**src/rtl/flba_pkg.sv**
```systemverilog
`timescale 1ns / 1ps
// ----------------------------------------------------------------------------
// flba_pkg
// Shared constants, codes and types of the free list block allocator.
// ----------------------------------------------------------------------------
package flba_pkg;

   localparam int POOL_DEPTH = 256;
   localparam int IDX_W      = $clog2(POOL_DEPTH);
   localparam int CNT_W      = 9;
   localparam int LINK_W     = IDX_W + 1;

   localparam logic [CNT_W-1:0] COUNT_MAX = {CNT_W{1'b1}};
   localparam logic [CNT_W-1:0] BC_RESET  = CNT_W'(POOL_DEPTH);

   // CSR map: one 32-bit register per word
   localparam int CSR_ADDR_W = 3;
   localparam int CSR_DATA_W = 32;
   localparam logic CSR_IDX_BLOCK_COUNT = 1'b0;

   // request kinds
   localparam logic MODE_ALLOC = 1'b0;
   localparam logic MODE_FREE  = 1'b1;

   // result status codes
   localparam logic [1:0] STATUS_OK        = 2'd0;
   localparam logic [1:0] STATUS_EMPTY     = 2'd1;
   localparam logic [1:0] STATUS_BAD_INDEX = 2'd2;

   // controller to datapath commands
   typedef struct packed {
      logic capture;  // latch request, launch link read
      logic commit;   // update list state, load result register
   } flba_cmd_type;

endpackage

```
**src/rtl/flba_ram.sv**
```systemverilog
`timescale 1ns / 1ps
// ----------------------------------------------------------------------------
// flba_ram
// Generic single write, single read RAM with registered read data.
// ----------------------------------------------------------------------------
module flba_ram #(
   parameter int WIDTH = 8,
   parameter int DEPTH = 256
) (
   input  logic                     clock,
   input  logic                     wr_en,
   input  logic [$clog2(DEPTH)-1:0] wr_addr,
   input  logic [WIDTH-1:0]         wr_data,
   input  logic                     rd_en,
   input  logic [$clog2(DEPTH)-1:0] rd_addr,
   output logic [WIDTH-1:0]         rd_data
);

   logic [WIDTH-1:0] mem_ff [DEPTH];
   logic [WIDTH-1:0] rd_data_ff;

   always_ff @(posedge clock) begin
      if (wr_en) begin
         mem_ff[wr_addr] <= wr_data;
      end
      if (rd_en) begin
         rd_data_ff <= mem_ff[rd_addr];
      end
   end

   assign rd_data = rd_data_ff;

endmodule

```
**src/rtl/flba_ctrl.sv**
```systemverilog
`timescale 1ns / 1ps
// ----------------------------------------------------------------------------
// flba_ctrl
// Request sequencer: accept, wait for link read, commit into result slot.
// ----------------------------------------------------------------------------
module flba_ctrl (
   input  logic                  clock,
   input  logic                  reset,
   input  logic                  req_valid,
   output logic                  req_ready,
   output logic                  rsp_valid,
   input  logic                  rsp_ready,
   output flba_pkg::flba_cmd_type cmd
);
   import flba_pkg::*;

   localparam logic ST_IDLE = 1'b0;
   localparam logic ST_EXEC = 1'b1;

   logic state_ff, state_in;
   logic rsp_valid_ff, rsp_valid_in;
   logic slot_free;

   // result slot can take a new transaction when empty or draining
   assign slot_free = !rsp_valid_ff || rsp_ready;

   always_comb begin
      state_in     = state_ff;
      cmd.capture  = 1'b0;
      cmd.commit   = 1'b0;
      req_ready    = 1'b0;
      case (state_ff)
         ST_IDLE: begin
            req_ready = 1'b1;
            if (req_valid) begin
               cmd.capture = 1'b1;
               state_in    = ST_EXEC;
            end
         end
         ST_EXEC: begin
            if (slot_free) begin
               cmd.commit = 1'b1;
               state_in   = ST_IDLE;
            end
         end
         default: state_in = ST_IDLE;
      endcase
   end

   always_comb begin
      rsp_valid_in = rsp_valid_ff;
      if (cmd.commit) begin
         rsp_valid_in = 1'b1;
      end else if (rsp_ready) begin
         rsp_valid_in = 1'b0;
      end
   end

   always_ff @(posedge clock) begin
      if (reset) begin
         state_ff     <= ST_IDLE;
         rsp_valid_ff <= 1'b0;
      end else begin
         state_ff     <= state_in;
         rsp_valid_ff <= rsp_valid_in;
      end
   end

   assign rsp_valid = rsp_valid_ff;

endmodule

```
**src/rtl/flba_dp.sv**
```systemverilog
`timescale 1ns / 1ps
// ----------------------------------------------------------------------------
// flba_dp
// Free list datapath: head, free count, link store, block count register.
// ----------------------------------------------------------------------------
module flba_dp (
   input  logic                           clock,
   input  logic                           reset,
   input  flba_pkg::flba_cmd_type         cmd,
   input  logic                           req_mode,
   input  logic [flba_pkg::IDX_W-1:0]     req_block_index,
   input  logic                           cfg_wr_en,
   input  logic [flba_pkg::CNT_W-1:0]     cfg_wr_data,
   output logic [flba_pkg::CNT_W-1:0]     block_count,
   output logic [1:0]                     rsp_status,
   output logic [flba_pkg::IDX_W-1:0]     rsp_granted_index,
   output logic [flba_pkg::CNT_W-1:0]     rsp_free_count
);
   import flba_pkg::*;

   logic [CNT_W-1:0]      bc_ff, bc_in;
   logic [IDX_W-1:0]      head_ff, head_in;
   logic [CNT_W-1:0]      free_ff, free_in;
   logic [POOL_DEPTH-1:0] vld_ff, vld_in;
   logic                  mode_ff;
   logic [IDX_W-1:0]      idx_ff;
   logic [IDX_W-1:0]      hsel_ff;   // clamped head, address of the link read
   logic                  hvld_ff;   // link entry written since rebuild
   logic [1:0]            status_ff, status_in;
   logic [IDX_W-1:0]      grant_ff, grant_in;
   logic [CNT_W-1:0]      count_ff;

   logic [IDX_W-1:0]  hsel;
   logic [LINK_W-1:0] ram_q;
   logic [LINK_W-1:0] nxt;
   logic [CNT_W-1:0]  free_dec;
   logic              ram_we;
   logic [LINK_W-1:0] ram_wd;
   logic [CNT_W-1:0]  cfg_clamped;

   // corrupted head falls back to block 0
   assign hsel = ({1'b0, head_ff} >= bc_ff) ? '0 : head_ff;

   always_comb begin
      cfg_clamped = cfg_wr_data;
      if (cfg_wr_data == '0) begin
         cfg_clamped = CNT_W'(1);
      end else if (cfg_wr_data > BC_RESET) begin
         cfg_clamped = BC_RESET;
      end
   end

   // unwritten link entry reads as its rebuild value i+1
   assign nxt      = hvld_ff ? ram_q : ({1'b0, hsel_ff} + LINK_W'(1));
   assign free_dec = free_ff - CNT_W'(1);
   assign ram_wd   = (free_ff != '0) ? {1'b0, head_ff} : LINK_W'(bc_ff);

   always_comb begin
      bc_in     = bc_ff;
      head_in   = head_ff;
      free_in   = free_ff;
      vld_in    = vld_ff;
      ram_we    = 1'b0;
      status_in = STATUS_OK;
      grant_in  = '0;
      if (cfg_wr_en) begin
         bc_in   = cfg_clamped;
         head_in = '0;
         free_in = cfg_clamped;
         vld_in  = '0;
      end else if (cmd.commit) begin
         if (mode_ff == MODE_ALLOC) begin
            if (free_ff == '0) begin
               status_in = STATUS_EMPTY;
            end else begin
               grant_in = hsel_ff;
               free_in  = free_dec;
               if (free_dec != '0) begin
                  head_in = (nxt < LINK_W'(bc_ff)) ? nxt[IDX_W-1:0] : '0;
               end
            end
         end else begin
            if ({1'b0, idx_ff} >= bc_ff) begin
               status_in = STATUS_BAD_INDEX;
            end else begin
               ram_we         = 1'b1;
               vld_in[idx_ff] = 1'b1;
               head_in        = idx_ff;
               if (free_ff < COUNT_MAX) begin
                  free_in = free_ff + CNT_W'(1);
               end
            end
         end
      end
   end

   always_ff @(posedge clock) begin
      if (reset) begin
         bc_ff   <= BC_RESET;
         head_ff <= '0;
         free_ff <= BC_RESET;
         vld_ff  <= '0;
      end else begin
         bc_ff   <= bc_in;
         head_ff <= head_in;
         free_ff <= free_in;
         vld_ff  <= vld_in;
      end
   end

   always_ff @(posedge clock) begin
      if (cmd.capture) begin
         mode_ff <= req_mode;
         idx_ff  <= req_block_index;
         hsel_ff <= hsel;
         hvld_ff <= vld_ff[hsel];
      end
      if (cmd.commit) begin
         status_ff <= status_in;
         grant_ff  <= grant_in;
         count_ff  <= free_in;
      end
   end

   flba_ram #(
      .WIDTH (LINK_W),
      .DEPTH (POOL_DEPTH)
   ) u_link_ram (
      .clock   (clock),
      .wr_en   (ram_we),
      .wr_addr (idx_ff),
      .wr_data (ram_wd),
      .rd_en   (cmd.capture),
      .rd_addr (hsel),
      .rd_data (ram_q)
   );

   assign block_count       = bc_ff;
   assign rsp_status        = status_ff;
   assign rsp_granted_index = grant_ff;
   assign rsp_free_count    = count_ff;

endmodule

```
**src/rtl/free_list_block_allocator.sv**
```systemverilog
`timescale 1ns / 1ps
// ----------------------------------------------------------------------------
// free_list_block_allocator
// Fixed-size block pool kept as a singly linked free list in a link RAM.
// ----------------------------------------------------------------------------
//
//   channel  direction  handshake             payload
//   req      in         req_valid/req_ready   req_mode, req_block_index
//   rsp      out        rsp_valid/rsp_ready   rsp_status, rsp_granted_index,
//                                             rsp_free_count
//   csr      in/out     APB psel/penable      block_count at byte address 0
//
// Each transaction is accepted, then committed. The accept cycle
// launches the link RAM read at the head; its registered data sets the
// new head at commit. A new request is accepted only after the commit.
// Reset (synchronous, active high) sets block_count to 256, head to 0 and
// marks every link entry unwritten; these read as index + 1, needing no
// clearing pass. A block_count write does so too, value clamped to 1..256.
// Stalls: a finished result sits in the output register while the next
// request is accepted; commit waits only while that register is still full.
// ----------------------------------------------------------------------------
module free_list_block_allocator (
   input  logic                             clock,
   input  logic                             reset,
   // request channel
   input  logic                             req_valid,
   output logic                             req_ready,
   input  logic                             req_mode,
   input  logic [flba_pkg::IDX_W-1:0]       req_block_index,
   // response channel
   output logic                             rsp_valid,
   input  logic                             rsp_ready,
   output logic [1:0]                       rsp_status,
   output logic [flba_pkg::IDX_W-1:0]       rsp_granted_index,
   output logic [flba_pkg::CNT_W-1:0]       rsp_free_count,
   // configuration port
   input  logic                             psel,
   input  logic                             penable,
   input  logic                             pwrite,
   input  logic [flba_pkg::CSR_ADDR_W-1:0]  paddr,
   input  logic [flba_pkg::CSR_DATA_W-1:0]  pwdata,
   output logic [flba_pkg::CSR_DATA_W-1:0]  prdata,
   output logic                             pready
);
   import flba_pkg::*;

   flba_cmd_type     cmd;
   logic             cfg_wr_en;
   logic [CNT_W-1:0] block_count;

   // Register index is the word address; only block_count exists.
   assign pready    = 1'b1;
   assign cfg_wr_en = psel && penable && pwrite && pready &&
                      (paddr[2] == CSR_IDX_BLOCK_COUNT);
   assign prdata    = (paddr[2] == CSR_IDX_BLOCK_COUNT) ?
                      CSR_DATA_W'(block_count) : '0;

   // Sequencer: owns the handshakes and the result-valid flag.
   flba_ctrl u_ctrl (
      .clock     (clock),
      .reset     (reset),
      .req_valid (req_valid),
      .req_ready (req_ready),
      .rsp_valid (rsp_valid),
      .rsp_ready (rsp_ready),
      .cmd       (cmd)
   );

   // Datapath: list state, link RAM, result register.
   flba_dp u_dp (
      .clock             (clock),
      .reset             (reset),
      .cmd               (cmd),
      .req_mode          (req_mode),
      .req_block_index   (req_block_index),
      .cfg_wr_en         (cfg_wr_en),
      .cfg_wr_data       (pwdata[CNT_W-1:0]),
      .block_count       (block_count),
      .rsp_status        (rsp_status),
      .rsp_granted_index (rsp_granted_index),
      .rsp_free_count    (rsp_free_count)
   );

endmodule

```
**config.mk**
```make
export PLATFORM = sky130hd
export DESIGN_NAME = free_list_block_allocator
export DESIGN_NICKNAME = d
export VERILOG_FILES = /design/src/rtl/flba_pkg.sv /design/src/rtl/flba_ram.sv /design/src/rtl/flba_ctrl.sv /design/src/rtl/flba_dp.sv /design/src/rtl/free_list_block_allocator.sv
export SDC_FILE = /design/constraint.sdc
export NUM_CORES = 2
export LEC_CHECK = 0
export BUFFER_PORTS_ARGS = -buffer_cell sky130_fd_sc_hd__buf_2
export CAP_MARGIN = 20
export CORE_ASPECT_RATIO = 0.75
export CORE_UTILIZATION = 30
export DETAILED_ROUTE_END_ITERATION = 8
export PLACE_DENSITY = 0.56
export SYNTH_ARGS = -nofsm -noshare
export SYNTH_HDL_FRONTEND = slang
export SYNTH_HIERARCHICAL = 1
export SYNTH_SLANG_ARGS = --single-unit
export TNS_END_PERCENT = 20
```
**constraint.sdc**
```tcl
create_clock -name clock -period 27.7 [get_ports clock]
set_input_delay 2.77 -clock clock [delete_from_list [all_inputs] [get_ports clock]]
set_output_delay 2.77 -clock clock [all_outputs]
set_load 0.005 [all_outputs]
```
==> impl_results.md <==
- Status: finished, violations left
- Failing checks: design-rule violations
- H-tree Lvls: 4
- Routed vias: 57100
- DP Area: 0.109 mm²
- Final WL: 284000 µm
- Setup TNS: 0 ps
- GRT overflow: 0
- Clock buffer depth: 4
- Critical Path RT: 28260 ps
- Gpl congestion: 0.837
- Synth Register Bits: 2634
- Power Total: 8.20 mW
- Unique masters post-synth: 90
- Worst skew pair latency: 890 ps
- First-pass detailed-route iteration total: 9
- FFs w/ async S/R, synth: 0%
- Vias per inst: 5.30
- Vias in the first global route: 55300
- FMAX: 117 MHz
- CP arrival: 9090 ps
- DR DRC count: 40
- Yosys Warn Count: 6
- CP startpoint kind: flop
- Critical-path cell list: ha_1 -> a21oi_1 -> o21ai_0 -> a21oi_4 -> nand2_1 -> buf_4 -> inv_8 -> buf_4 -> buf_4 -> buf_4 -> buf_4 -> mux4_2 -> a22o_1 -> a221oi_1 -> o32a_1 -> nor3b_1 -> nor4_1
- Largest net degree at the start of global routing: 182
- Hold Path Class: flop to flop
- # IOs: 105
- Count of final setup violators: 0
- DP Cell Count: 10300
- Register area share after synthesis: 73.4%
- Slew headroom: 4.32%
- DP HPWL: 172000 µm
- Main synth FF type: edfxtp_1
- CTS Hold Bufs: 0
- Post-CTS Repair Setup Buffers: 0
- Critical path's largest stage delay: 780 ps
- Overall routing resource usage: 15.7%
- Synth Cell Area: 0.104 mm²
- RSZ-0062 raised after global routing: false
- Final instance area: 0.117 mm²
- ANT nets after route: 0
- Initial drt markers: 7159
- Cells after Synth: 5922
- Slowest CP cell: dfxtp_4
- Area Growth Syn to Fin: 12.4%
- Crit path max fanout: 71
- Core ar.: 0.343 mm²
- Die X: 681 µm
- Static Leakage: 33.8 nW
- Port bufs: 55
- Power density over the cells: 70.3 mW/mm²
- Initial Util: 30.2%
- Clock sinks: 2634
- CTS Buf Count: 233
- Cell repeated most along the worst path: buf_4
- Ratio of cells with drive above 1 in the final layout: 18.1%
- Die area: 0.349 mm²
- First-pass GRT wire length: 402000 µm
- Max-Cap Viols: 0
- Std cell rows: 186
- Worst vdd ir: 0.0000514 V
- WL/cell: 26.3 µm
- Slew @ Worst Pin: 1440 ps
- Post_cts resized: 0
- Setup Skew: 63.9 ps
- Synth Area per Inst: 17.5 µm²
- Number of antenna violations at the first check in global routing: 14
- Crit. End Element: flop
- Final Hold Fails: 0
- Period utilization: 30.8%
- Post-synth EDFFs: 2350
- Clk slew on worst S/H paths: 70 ps
- Non-Filler Instances: 10800
- Slew Limit Fails: 0
- Final net count: 6063
- Clock period minus worst slack: 8530 ps
- Clock Tree Root: clkbuf_16
- CTS tree: done
- Die height: 512 µm
- Critical path class: flop to flop
kinds of logic (layout without fill, tap and decap cells):
group           Yosys count  in the layout  share of synthesized area [%]
flops                  2634           2634                           73.4
simple gates           1060           1060                           4.53
compound gates         1003           1003                           6.19
mux                     745            745                           13.2
buf+inv                 440            667                           2.28
fa+ha+maj                28             28                          0.337
xor+xnor                 10             10                         0.0843
other cells               2             28                        0.00723
worst paths after layout:
check                         from                          to  slack (ps)  depth (start not counted)
setup / recovery   u_dp/head_ff[2]  u_dp/u_link_ram/rd_data[5]       19170                         17
hold / removal    u_dp/vld_ff[239]            u_dp/vld_ff[239]         450                          2
setup reg to reg   u_dp/head_ff[2]  u_dp/u_link_ram/rd_data[5]       19170                         17
hold reg to reg   u_dp/vld_ff[239]            u_dp/vld_ff[239]         450                          2
synthesized netlist by cell type (all sizes together) (19+ instances only):
cell type	count	area, µm²
edfxtp	2350	70600
mux4	490	11100
nand2	405	1530
nor2	354	1330
o21ai	344	1720
dfxtp	284	5690
mux2i	217	2170
clkbuf	209	785
buf	192	1440
a22oi	182	1370
a21oi	153	777
o22ai	82	513
nand3	56	285
o221ai	49	435
nor3	47	235
a211oi	45	363
nor2b	45	282
mux2	38	428
inv	36	135
nor4	34	213
ha	28	350
a31oi	26	163
and3	21	131
a221oi	19	166
nand4	19	119
metal layers:
metal / vias to the layer above / part of all wire (%) / wire, µm / GRT usage (%)
met5: - / 0.0046 / 13 / 0
met1: 30100 / 44 / 125000 / 23.6
met4: 2 / 2.2 / 6360 / 3.44
met2: 2696 / 43 / 121000 / 22.5
li1: 23900 / - / - / -
met3: 434 / 11 / 31000 / 4.33
where the power goes:
part	total [mW]	internal, mW	switching (mW)	leakage (nW)
Sequential	4.37	4.36	0.0125	22.7
Combinational	0.622	0.188	0.434	7.49
Clock	3.21	1.76	1.45	3.60
flip-flops by register name, summed over array words and instances (netlist names), 9 cells and up:
name                     count
u_dp/u_link_ram/mem_ff    2304
u_dp/vld_ff                256
u_dp/block_count             9
u_dp/free_ff                 9
u_dp/rsp_free_count          9
u_dp/u_link_ram/rd_data      9
worst max-delay path: cells and delay by family, from the launching register on:
kind	cells	cell delay (ps)
DFF	1	780
adders and majority gates	1	370
buffers and inverters	6	3300
and+or+nand+nor	3	1340
muxes	1	410
AOI/OAI and AO/OA	6	1800
metrics by stage:
stage | utilization (%) | worst slack [ps] | hold slack, ps
5_1_grt | 34.0 | 19080 | 474
3_5_place_dp | 31.8 | 19270 | 437
4_1_cts | 33.9 | 19220 | 453
2_1_floorplan | - | 14120 | 417
6_report | 34.0 | 19170 | 446
3_3_place_gp | 31.7 | 19270 | 427
cell type report:
cell class	instances	area, µm²
Inverter	39	164
Clock inverter	131	1050
Antenna cell	4	10.0
Multi-Input combinational cell	2870	25500
Fill cell	32500	227000
Timing Repair Buffer	206	1650
Clock buffer	291	6310
Tap cell	4606	5760
Sequential cell	2634	76300
layout by cell type, fill, tap and decap left out, types with 9 or more instances in the layout:
cell          n
edfxtp_1   2350
mux4_2      481
nand2_1     403
nor2_1      350
o21ai_0     329
dfxtp_1     282
clkbuf_16   240
mux2i_1     217
a22oi_1     182
a21oi_1     152
buf_4       123
o22ai_1      82
clkinv_1     62
buf_2        56
nand3_1      52
o221ai_1     48
nor3_1       47
nor2b_1      41
clkinv_2     40
clkbuf_1     40
a211oi_1     40
mux2_2       38
inv_1        32
nor4_1       31
ha_1         28
a31oi_1      26
conb_1       24
and3_1       21
nand4_1      19
a221oi_1     19
bufinv_16    17
nand2b_1     15
clkbuf_8     12
buf_6        11
and2b_2      10
or2_2        10
a22o_1       10
buf_12        9
mux4_1        9
Power figures use the tool's default switching activity.
